[src/rtl/ple_pkg.sv]
package ple_pkg;

    localparam int OP_WIDTH     = 3;
    localparam int POS_W        = 7;
    localparam int VALUE_WIDTH  = 32;
    localparam int STATUS_WIDTH = 2;
    localparam int COUNT_W      = 7;

    typedef enum logic [OP_WIDTH-1:0] {
        OP_APPEND = 3'd0,
        OP_INSERT = 3'd1,
        OP_ERASE  = 3'd2,
        OP_READ   = 3'd3,
        OP_WRITE  = 3'd4,
        OP_CLEAR  = 3'd5
    } t_op;

    typedef enum logic [STATUS_WIDTH-1:0] {
        ST_OK    = 2'd0,
        ST_RANGE = 2'd1,
        ST_FULL  = 2'd2
    } t_status;

    // Per-cycle command broadcast to every cell; already qualified by accept
    // and by the range and full checks.
    typedef struct packed {
        logic put;         // load the new word at the addressed cell
        logic shift_up;    // cells above the position take the left neighbor
        logic shift_down;  // cells at and above the position take the right neighbor
        logic fetch;       // addressed cell presents its word for a read
    } t_cell_cmd;

endpackage

[src/rtl/ple_cell.sv]
module ple_cell
    import ple_pkg::*;
#(
    parameter int DATA_WIDTH = 32,
    parameter int POS_WIDTH  = 7,
    parameter int INDEX      = 0
) (
    input  logic                  i_clk,
    input  logic                  i_en,
    input  t_cell_cmd             i_cmd,
    input  logic [POS_WIDTH-1:0]  i_pos,
    input  logic [DATA_WIDTH-1:0] i_value,
    input  logic [DATA_WIDTH-1:0] i_left,
    input  logic [DATA_WIDTH-1:0] i_right,
    output logic [DATA_WIDTH-1:0] o_data,
    output logic [DATA_WIDTH-1:0] o_rd
);

    localparam logic [POS_WIDTH-1:0] MyIdx = POS_WIDTH'(INDEX);

    logic [DATA_WIDTH-1:0] r_data;
    logic [DATA_WIDTH-1:0] n_data;
    logic [DATA_WIDTH-1:0] r_rd;
    logic [DATA_WIDTH-1:0] n_rd;
    logic                  at_pos;
    logic                  above_pos;

    assign at_pos    = (MyIdx == i_pos);
    assign above_pos = (MyIdx > i_pos);

    always_comb begin
        n_data = r_data;
        if (i_cmd.put && at_pos) begin
            n_data = i_value;
        end else if (i_cmd.shift_up && above_pos) begin
            n_data = i_left;
        end else if (i_cmd.shift_down && (above_pos || at_pos)) begin
            n_data = i_right;
        end
        n_rd = (i_cmd.fetch && at_pos) ? r_data : '0;
    end

    always_ff @(posedge i_clk) begin
        if (i_en) begin
            r_data <= n_data;
            r_rd   <= n_rd;
        end
    end

    assign o_data = r_data;
    assign o_rd   = r_rd;

endmodule

[config.mk]
export PLATFORM = sky130hd
export DESIGN_NAME = ple_cell
export DESIGN_NICKNAME = d
export VERILOG_FILES = /design/src/rtl/ple_pkg.sv /design/src/rtl/ple_cell.sv
export SDC_FILE = /design/constraint.sdc
export NUM_CORES = 1
export LEC_CHECK = 0
export ABC_AREA = 1
export BUFFER_PORTS_ARGS = -buffer_cell sky130_fd_sc_hd__buf_2
export CORE_ASPECT_RATIO = 0.8
export CORE_UTILIZATION = 30
export CTS_CLUSTER_DIAMETER = 50
export DETAILED_ROUTE_END_ITERATION = 12
export PLACE_DENSITY = 0.65
export REMOVE_ABC_BUFFERS = 1
export SLEW_MARGIN = 20
export SYNTH_ARGS = -nofsm -noshare
export SYNTH_HDL_FRONTEND = slang
export SYNTH_SLANG_ARGS = --single-unit
[constraint.sdc]
create_clock -name i_clk -period 5.2 [get_ports i_clk]
set_input_delay 1.04 -clock i_clk [delete_from_list [all_inputs] [get_ports i_clk]]
set_output_delay 1.04 -clock i_clk [all_outputs]
set_load 0.005 [all_outputs]
==> impl_results.md, run 1 <==
* # fillers at roughly 950
* Hold Path Class: reg -> reg
* Die width at 114 microns
* Grt ovf at 0
* Worst Reg2Reg Path Length in Cells at 2
* Gr usage total at about 13%
* Clock-pin slew on the worst setup and hold paths at roughly 0.050 ns
* Die Height at between 90 and 100 microns
* CP Max Fanout at 34
* Post-DR wirelength/cell at around 12 microns
* Area growth syn-to-layout at 36.4%
* Remaining DRCs at 0
* P per Cell Area at between 300 and 400 nW/um^2
* Postcts setup bufs at 0
* Die Area at ~11000 sq um
* Via/cell ratio at about 4
* Synthesized cell area at between 3000 and 4000 sq um
* Cts bufs inserted at 9
* Largest area contributor in the netlist: edfxtp_1
* Deepest clock path buffer count at 2
* Final period utilization at between 40% and 50%
* Reg2reg end: o_rd[27]$_SDFFCE_PN0P_
* Worst setup EP type: register
* # resized after CTS at 0
* WHS Path Cells at 2
* Depth of the CTS H-tree at 3
* RSZ-0062 raised after global routing: false
* Leakage at about 0.0020 uW
* Worst Path Arrival at between 2 and 2.5 ns
* Sequential area share after synthesis at a little over three fifths
* FF-to-FF setup slack at between 4 and 5 ns
* Final nets at about 510
* Worst slew pin tran at just over 0.7 ns
* Port Buf Inserts at ~140
* Worst setup path category: in -> reg
* MaxCap Viol Count at 0
* Core area at just under 10000 sq um
* Pre-Repair DR Iteration Count at 4
* Initial cell density of the core at 31.2%
* Max rail drop VDD at approximately 0.14 mV
* Max-slew violation count at 0
* Initial antenna violation count at 0
* Max-slew headroom at 52.7%
* Clk root buf: clkbuf_16
* Antenna diodes at 0
* Total number of vias at ~2200
* Pwr Total at 1310 uW
* Largest net degree at the start of global routing at 35
* Setup TNS Final at 0 ns
* Detailed placement HPWL at around 4.5 mm
* Post-CTS Hold Fix Bufs at 0
* Worst Skew at approximately 0.0055 ns
* Worst setup SP type: input pin
* Clk Latency, worst-skew pair at roughly 0.32 ns
* Result of the run: complete, no violations
* Syn Inst Count at about 260
* Syn avg cell area at between 10 and 15 sq um
* Via count of the first global-routing pass at 2170
* Fmax at 417 MHz
* IO Count at around 170
* Final hold slack at slightly below 0.6 ns
* Reg-to-Reg Start: o_data[27]$_DFFE_PP_
* Share of cells above drive strength 1 at 48.0%
* Distinct cells, synth at 17
* Hold endpoint: o_rd[31]$_SDFFCE_PN0P_
* FF+latch count, synth at 64
* Crit path required time at between 5 and 6 ns
* Placer Congestion at ~0.73
* Final setup vio count at 0
* Minimum clock period at approximately 2.4 ns
* Total clock sinks at between 60 and 70
* CTS tree: built
* Fin. Hold Viols at 0
* FP Rows at 32
* Share of the synthesized area in the top cell type at ~63%
* Wire length after detailed routing at about 6.4 mm
* Util after Layout at a little over two fifths
* First-pass GRT wire length at 10.3 mm
* Synth Warn # at 0
* Routed Antenna Nets at 0
* Hold Startpoint: o_data[31]$_DFFE_PP_
* Top post-synthesis cells by area: edfxtp_1 63%, nor2_4 11%, nand2_1 8.3%, nand3_1 5.4%, inv_1 4.7%
* 1st-iter DRT viols at 92
==> registers in the layout, indices dropped and copies added, names as in the netlist <==
name / flops
o_data: 32
o_rd: 32
==> final cells by class <==
type | instances | area, sq um | share of cell area (%)
timing repair buffer | 142 | 718 | 17.3
inverter | 38 | 143 | 3.44
clock buffer | 9 | 225 | 5.44
clock inverter | 7 | 110 | 2.66
multi-input combinational | 142 | 853 | 20.6
tap | 136 | 170 | 4.11
sequential | 64 | 1920 | 46.4
==> critical path, stage by stage <==
cell	delay [ns]
buf_2	0.55
o21ai_0	0.22
nor3_2	0.13
buf_4	0.40
==> worst max-delay path by stage <==
stage | startpoint | end | depth (start not counted)
6_report | i_cmd[3] | o_data[29]$_DFFE_PP_ | 4
5_1_grt | i_cmd[3] | o_data[19]$_DFFE_PP_ | 4
4_1_cts | i_cmd[3] | o_data[29]$_DFFE_PP_ | 4
3_5_place_dp | i_cmd[3] | o_data[3]$_DFFE_PP_ | 4
3_3_place_gp | i_cmd[3] | o_data[12]$_DFFE_PP_ | 4
2_1_floorplan | i_pos[6] | o_data[0]$_DFFE_PP_ | 3
==> stage by stage <==
stage	setup WS, ns	instances	area (sq um)
2_1_floorplan	1.21	244	2910
3_3_place_gp	2.50	522	3810
3_5_place_dp	2.47	522	3810
4_1_cts	2.81	538	4140
5_1_grt	2.69	538	4140
6_report	2.80	538	4140
==> power breakdown <==
group,leakage (uW),internal (uW),switching (uW)
combinational,0.00117,31.8,34.1
sequential,0.000631,575,2.03
clock,0.000161,463,203
total,0.00197,1070,239
==> synthesized netlist by cell type <==
master	count
nand3_2	1
clkbuf_1	4
nor3_1	1
nand3_1	33
buf_6	3
nand2_2	1
o21ai_0	1
nand2_8	1
nor2_2	2
nor2_1	4
buf_12	3
nand2_1	67
nor2_8	1
edfxtp_1	64
inv_1	38
nor2_4	30
buf_2	3
==> logic make-up (layout without fill, tap and decap cells) <==
logic type	after synthesis	count (layout)	share of synthesized area, %
AO/OA/AOI/OAI	1	1	0.165
buffers and inverters	51	196	8.78
flip-flops	64	64	63.3
AND/OR/NAND/NOR	141	141	27.8
==> placed cells by master, fill, tap and decap left out, drive strengths merged <==
master	count
buf	142
bufinv	3
clkbuf	9
clkinv	3
clkinvlp	1
edfxtp	64
inv	38
nand2	69
nand3	34
nor2	37
nor3	1
o21ai	1
==> routing by layer <==
metal  vias up  GRT usage (%)  share of wire (%)
met5         -              0                  0
met2        85           22.5                 49
met1      1023           14.9                 44
li1       1105              -                  -
met4         0           3.90               0.92
met3         4           4.49                6.2
Power figures use the tool's default switching activity.
==> run 2, diff against run 1 <==
==> constraint.sdc (replaced) <==
create_clock -name i_clk -period 2.4 [get_ports i_clk]
set_input_delay 0.48 -clock i_clk [delete_from_list [all_inputs] [get_ports i_clk]]
set_output_delay 0.48 -clock i_clk [all_outputs]
set_load 0.005 [all_outputs]
==> run 2 against run 1 <==
Critical path depth rose by 2. Via count rose by 2.4%. First-iteration DRC count rose by 34%. Critical endpoint is now o_rd[31]$_SDFFCE_PN0P_. Largest power group is now registers.
==> impl_results.md, run 2 (synthesized netlist as in run 1, its figures left out) <==
* Total number of vias at 2271 (+2.4%)
* Most frequent cells in the layout: 139 x buf_2, 67 x nand2_1, 64 x edfxtp_1
* Final setup vio count at 0 (unchanged)
* Slowest cell on crit path: nand2_8
* Result of the run: complete, no violations
* 1st-iter DRT viols at 123 (+34%)
* Placer Congestion at 0.696 (-4.8%)
* Final hold slack at 0.425 ns (-0.156 ns)
* Antenna diodes at 0 (unchanged)
* Via/cell ratio at 4.22 (+2.4%)
* Stages on worst setup path at 6 (+2)
* RSZ-0062 raised after global routing: false
* Worst setup SP type: input pin
* Initial antenna violation count at 0 (unchanged)
* First-pass GRT wire length at 10.9 mm (+5.6%)
* Deepest clock path buffer count at 2 (unchanged)
* Via count of the first global-routing pass at 2283 (+5.2%)
* Crit-path leading delay family: simple AND/OR/NAND/NOR gates
* CTS tree: built
* Pwr Total at 2610 uW (+99%)
* Post-CTS Hold Fix Bufs at 0 (unchanged)
* Die Area at 10500 sq um (unchanged)
* P per Cell Area at 635 nW/um^2 (+100%)
* Fin. Hold Viols at 0 (unchanged)
* CP Max Fanout at 32 (-5.9%)
* Minimum clock period at between 1.5 and 2 ns
* Worst Path Arrival at 1.81 ns (-0.55 ns)
* Grt ovf at 0 (unchanged)
* Worst setup EP type: register
* Detailed placement HPWL at 4.93 mm (+9.2%)
* Total clock sinks at 64 (unchanged)
* Setup TNS Final at 0 ns (unchanged)
* Largest net degree at the start of global routing at 33 (-5.7%)
* FF-to-FF setup slack at 1.58 ns (-2.82 ns)
* Port Buf Inserts at 139 (unchanged)
* IO Count at 173 (unchanged)
* Max-slew headroom at 64.0% (+11 points)
* Worst Reg2Reg Path Length in Cells at 2 (unchanged)
* GRT busiest layer: met2
* Worst setup path startpoint: i_pos[4]
* Wire length after detailed routing at 6.90 mm (+7.9%)
* Fmax at about 610 MHz
* Hold Path Class: in -> reg
* Die width at 114 microns (unchanged)
* Share of cells above drive strength 1 at 48.0% (unchanged)
* Clk Latency, worst-skew pair at 0.32 ns (about the same)
* M3 GR Usage at 4.36% (-0.13 points)
* Reg-to-Reg Start: o_data[7]$_DFFE_PP_
* Final nets at 508 (+0.40%)
* Gr usage total at 13.9% (+0.99 points)
* Commonest non-fill, non-tap cell in the layout: buf_2
* Cell count after placement at 524 (+0.38%)
* Pre-Repair DR Iteration Count at 4 (unchanged)
* FP Rows at 32 (unchanged)
* Postcts setup bufs at 0 (unchanged)
* Remaining DRCs at 0 (unchanged)
* Met1 GRT Util at 16.2% (+1.3 points)
* CP bufs+invs at 2 (unchanged)
* Core area at 9730 sq um (unchanged)
* Worst setup path category: in -> reg
* Worst-path cell chain: buf_2 -> inv_1 -> nand3_2 -> nor2_8 -> nand2_8 -> nor2_1
* Routed Antenna Nets at 0 (unchanged)
* Capture point of the worst path: o_rd[31]$_SDFFCE_PN0P_
* MaxCap Viol Count at 0 (unchanged)
* Cts bufs inserted at 9 (unchanged)
* Leakage at 0.00195 uW (-0.78%)
* Final period utilization at between 60% and 70%
* Post-route cell area at 4110 sq um (-0.79%)
* Clock-pin slew on the worst setup and hold paths at 0.05 ns (about the same)
* Depth of the CTS H-tree at 3 (unchanged)
* Post-DR wirelength/cell at 12.8 microns (+7.9%)
* Initial cell density of the core at 31.2% (unchanged)
* Met2 GRT Util at 24.5% (+2.0 points)
* Worst slew pin tran at 0.539 ns (-0.171 ns)
* Clk root buf: clkbuf_16
* Area growth syn-to-layout at 35.3%
* Max-slew violation count at 0 (unchanged)
* Max rail drop VDD at 0.278 mV (+96%)
* Die Height at 92.0 microns (unchanged)
* Worst Skew at 0.00589 ns (+0.000425 ns)
* Post-layout instance count excluding filler cells at 538 (unchanged)
* # fillers at 963 (+1.2%)
* Reg2reg end: o_rd[7]$_SDFFCE_PN0P_
* Placed Area at 3830 sq um (+0.72%)
* Worst path max stage delay at 0.41 ns (-0.14 ns)
* # resized after CTS at 0 (unchanged)
* Crit path required time at 2.55 ns (-2.61 ns)
[run 2: cell type report]
class | instances | area, sq um | share of cell area [%]
clock buffer | 9 | 225 | 5.48
clock inverter | 5 | 50.0 | 1.22
inverter | 38 | 143 | 3.47
multi-input combinational | 142 | 853 | 20.8
sequential | 64 | 1920 | 46.8
tap | 136 | 170 | 4.14
timing repair buffer | 144 | 746 | 18.1
[run 2: layer usage]
layer | routed length (microns) | up-vias
li1 | - | 1110
met1 | 3020 | 1069
met2 | 3420 | 85
met3 | 386 | 7
met4 | 76 | 0
met5 | 0 | -
[run 2: power breakdown]
group          internal [uW]  switching [uW]  total [uW]
registers               1250            4.21        1250
logic                   70.2            77.1         147
clock network            781             431        1210
[run 2: worst min path at each step]
stage / cells after the start / slack [ns] / endpoint / from
finish: 3 / 0.42 / o_data[17]$_DFFE_PP_ / i_right[17]
global route: 3 / 0.42 / o_data[2]$_DFFE_PP_ / i_right[2]
CTS: 3 / 0.41 / o_data[17]$_DFFE_PP_ / i_right[17]
detailed placement: 2 / 0.58 / o_rd[9]$_SDFFCE_PN0P_ / o_data[9]$_DFFE_PP_
global placement: 2 / 0.55 / o_rd[31]$_SDFFCE_PN0P_ / o_data[31]$_DFFE_PP_
floorplan: 2 / 0.57 / o_rd[0]$_SDFFCE_PN0P_ / o_data[0]$_DFFE_PP_
[run 2: per-stage QoR]
| step | util, % | setup WS, ns |
|---|---|---|
| 2_1_floorplan | - | -1.03 |
| 3_3_place_gp | 39.4 | 0.474 |
| 3_5_place_dp | 39.4 | 0.399 |
| 4_1_cts | 42.2 | 0.731 |
| 5_1_grt | 42.2 | 0.656 |
| 6_report | 42.2 | 0.748 |
[run 2: worst min-delay path, cell delays in order]
cell	delay [ns]
buf_2	0.07
nand2_1	0.04
nand2_1	0.04
==> run 3, diff against run 2 <==
--- a/config.mk
+++ b/config.mk
@@ -11,7 +11,7 @@
 export CORE_UTILIZATION = 30
 export CTS_CLUSTER_DIAMETER = 50
 export DETAILED_ROUTE_END_ITERATION = 12
-export PLACE_DENSITY = 0.65
+export PLACE_DENSITY = 0.67
 export REMOVE_ABC_BUFFERS = 1
 export SLEW_MARGIN = 20
 export SYNTH_ARGS = -nofsm -noshare
==> constraint.sdc (replaced) <==
create_clock -name i_clk -period 1.45 [get_ports i_clk]
set_input_delay 0.29 -clock i_clk [delete_from_list [all_inputs] [get_ports i_clk]]
set_output_delay 0.29 -clock i_clk [all_outputs]
set_load 0.005 [all_outputs]
==> run 3 against run 2 <==
Clock-buffer cell count did not move. Sequential cell count unchanged. Via count is 0.62% lower. Clock skew hardly changed. Power up 74%. Final cell count grew 1.9%. Combinational power grew 70%. Sequential share of layout area down 1.6 points. Critical path depth is 5 lower. Largest power group is now the clock network.
==> impl_results.md, run 3 (synthesized netlist as in run 1, its figures left out) <==
* Area growth syn-to-layout at 40.1%
* Cts bufs inserted at 9 (unchanged)
* Post-CTS Hold Fix Bufs at 0 (unchanged)
* Worst slew pin tran at 0.425 ns (-0.114 ns)
* Post-DR wirelength/cell at 12.1 microns (-5.7%)
* Worst path max stage delay at 0.40 ns (about the same)
* Die Height at 92.0 microns (unchanged)
* Deepest clock path buffer count at 2 (unchanged)
* Worst Skew at 0.00581 ns (-0.0000790 ns)
* Most frequent cells in the layout: 139 x buf_2, 67 x nand2_1, 64 x edfxtp_1
* Final period utilization at 79.7%
* Flop pwr share at 45.6% (-2.3 points)
* Slowest cell on crit path: edfxtp_1
* Result of the run: complete, no violations
* IO Count at 173 (unchanged)
* First-pass GRT wire length at 10.5 mm (-3.2%)
* Max rail drop VDD at 0.446 mV (+60%)
* Worst setup path category: reg -> out
* Placed Area at 3940 sq um (+2.9%)
* Worst Path Arrival at 0.87 ns (-0.94 ns)
* Minimum clock period at between 1 and 1.5 ns
* CP bufs+invs at 1 (-1)
* Max-slew headroom at 71.7% (+7.7 points)
* CP Max Fanout at 2 (-94%)
* Crit-path leading delay family: flip-flops
* Final hold slack at 0.230 ns (-0.195 ns)
* Fin. Hold Viols at 0 (unchanged)
* MaxCap Viol Count at 0 (unchanged)
* Total number of vias at 2257 (-0.62%)
* Final nets at 516 (+1.6%)
* # resized after CTS at 0 (unchanged)
* Worst setup EP type: output port
* # fillers at 931 (-3.3%)
* Routed Antenna Nets at 0 (unchanged)
* Sw Share at 19.1% (-0.53 points)
* Die width at 114 microns (unchanged)
* Crit path required time at 1.16 ns (-1.39 ns)
* Placer Congestion at 0.733 (+5.4%)
* FP Rows at 32 (unchanged)
* Core area at 9730 sq um (unchanged)
* Grt ovf at 0 (unchanged)
* Wire length after detailed routing at 6.63 mm (-3.9%)
* Die Area at 10500 sq um (unchanged)
* Clk pwr share at 48.9% (+2.4 points)
* Fmax at approximately 870 MHz
* Remaining DRCs at 0 (unchanged)
* 1st-iter DRT viols at 86 (-30%)
* Clock-pin slew on the worst setup and hold paths at 0.06 ns (about the same)
* Clk Latency, worst-skew pair at 0.32 ns (about the same)
* Antenna diodes at 0 (unchanged)
* Final setup vio count at 0 (unchanged)
* Leakage at 0.00203 uW (+4.2%)
* Area of the multi-input gates at 853 sq um (unchanged)
* Share of cells above drive strength 1 at 49.5% (+1.5 points)
* CTS tree: built
* Hold Path Class: in -> reg
* Post-route cell area at 4260 sq um (+3.6%)
* Port Buf Inserts at 139 (unchanged)
* Max-slew violation count at 0 (unchanged)
* Pint at 3670 uW (+75%)
* Depth of the CTS H-tree at 3 (unchanged)
* Total clock sinks at 64 (unchanged)
* Via/cell ratio at 4.12 (-2.4%)
* P per Cell Area at 1070 nW/um^2 (+68%)
* Via count of the first global-routing pass at 2210 (-3.2%)
* Pre-Repair DR Iteration Count at 4 (unchanged)
* Gr usage total at 13.5% (-0.45 points)
* Switch Pwr at 867 uW (+69%)
* Initial antenna violation count at 0 (unchanged)
* Postcts setup bufs at 0 (unchanged)
* Clk root buf: clkbuf_16
* Commonest non-fill, non-tap cell in the layout: buf_2
* Worst-path cell chain: buf_2
* FF-to-FF setup slack at 0.65 ns (-0.93 ns)
* Worst setup SP type: register
* Detailed placement HPWL at 5.18 mm (+5.1%)
* RSZ-0062 raised after global routing: false
* Largest net degree at the start of global routing at 33 (unchanged)
* Sequential standard cell area at 1920 sq um (unchanged)
* Initial cell density of the core at 31.2% (unchanged)
* Logic pwr share at 5.5% (about the same)
[run 3: changes by cell type in the layout (fill, tap and decap cells not counted)]
| cell | before | now |
|---|---|---|
| clkinv_2 | 1 | 3 |
| buf_12 | 1 | 5 |
| clkinv_1 | 2 | 1 |
| bufinv_16 | 1 | 2 |
| buf_4 | 4 | 8 |
[run 3: through the flow]
| step | std cells | TNS [ns] | utilization, % | setup WS, ns | total power [uW] |
|---|---|---|---|---|---|
| finish | 548 | 0 | 43.7 | 0.294 | 4540 |
| global route | 548 | 0 | 43.7 | 0.232 | 4710 |
| CTS | 548 | 0 | 43.7 | 0.266 | 4600 |
| detailed placement | 532 | -0.274 | 40.5 | -0.0167 | 2360 |
| global placement | 532 | 0 | 40.5 | 0.00300 | 2350 |
| floorplan | 244 | -60.23 | - | -1.79 | 2170 |
[run 3: routing by layer]
metal  wire length, microns  part of all wire [%]  up-vias  GRT usage [%]
met5                      0                     0        -              0
met4                     87                   1.3        0           5.41
met3                    387                   5.8        9           4.16
met2                   3340                    50       84           23.7
met1                   2820                    42     1040           15.1
li1                       -                     -     1124              -
[run 3: worst reg2reg max path, cell delays in order (launching register included)]
cell,delay (ns)
edfxtp_1,0.40
inv_1,0.11
nor2_4,0.04
[run 3: power by group through the flow]
| stage | clock network [uW] | registers (uW) | logic (uW) |
|---|---|---|---|
| finish | 2220 | 2070 | 250 |
| detailed placement | 0 | 2110 | 253 |
| global route | 2360 | 2070 | 280 |
| global placement | 0 | 2100 | 245 |
| CTS | 2280 | 2070 | 254 |
| floorplan | 0 | 2110 | 57.1 |
[run 3: cell type report]
type	instances	share of cell area, %
clock inverter	7	2.03
tap	136	4.00
inverter	38	3.35
multi-input combinational	142	20.1
sequential	64	45.2
timing repair buffer	152	20.1
clock buffer	9	5.29
[run 3: final timing paths]
path	startpoint	end	depth (start not counted)
hold reg to reg	o_data[29]$_DFFE_PP_	o_rd[29]$_SDFFCE_PN0P_	2
hold / removal	i_right[17]	o_data[17]$_DFFE_PP_	3
setup / recovery	o_data[8]$_DFFE_PP_	o_data[8]	1
setup reg to reg	o_data[8]$_DFFE_PP_	o_rd[8]$_SDFFCE_PN0P_	2
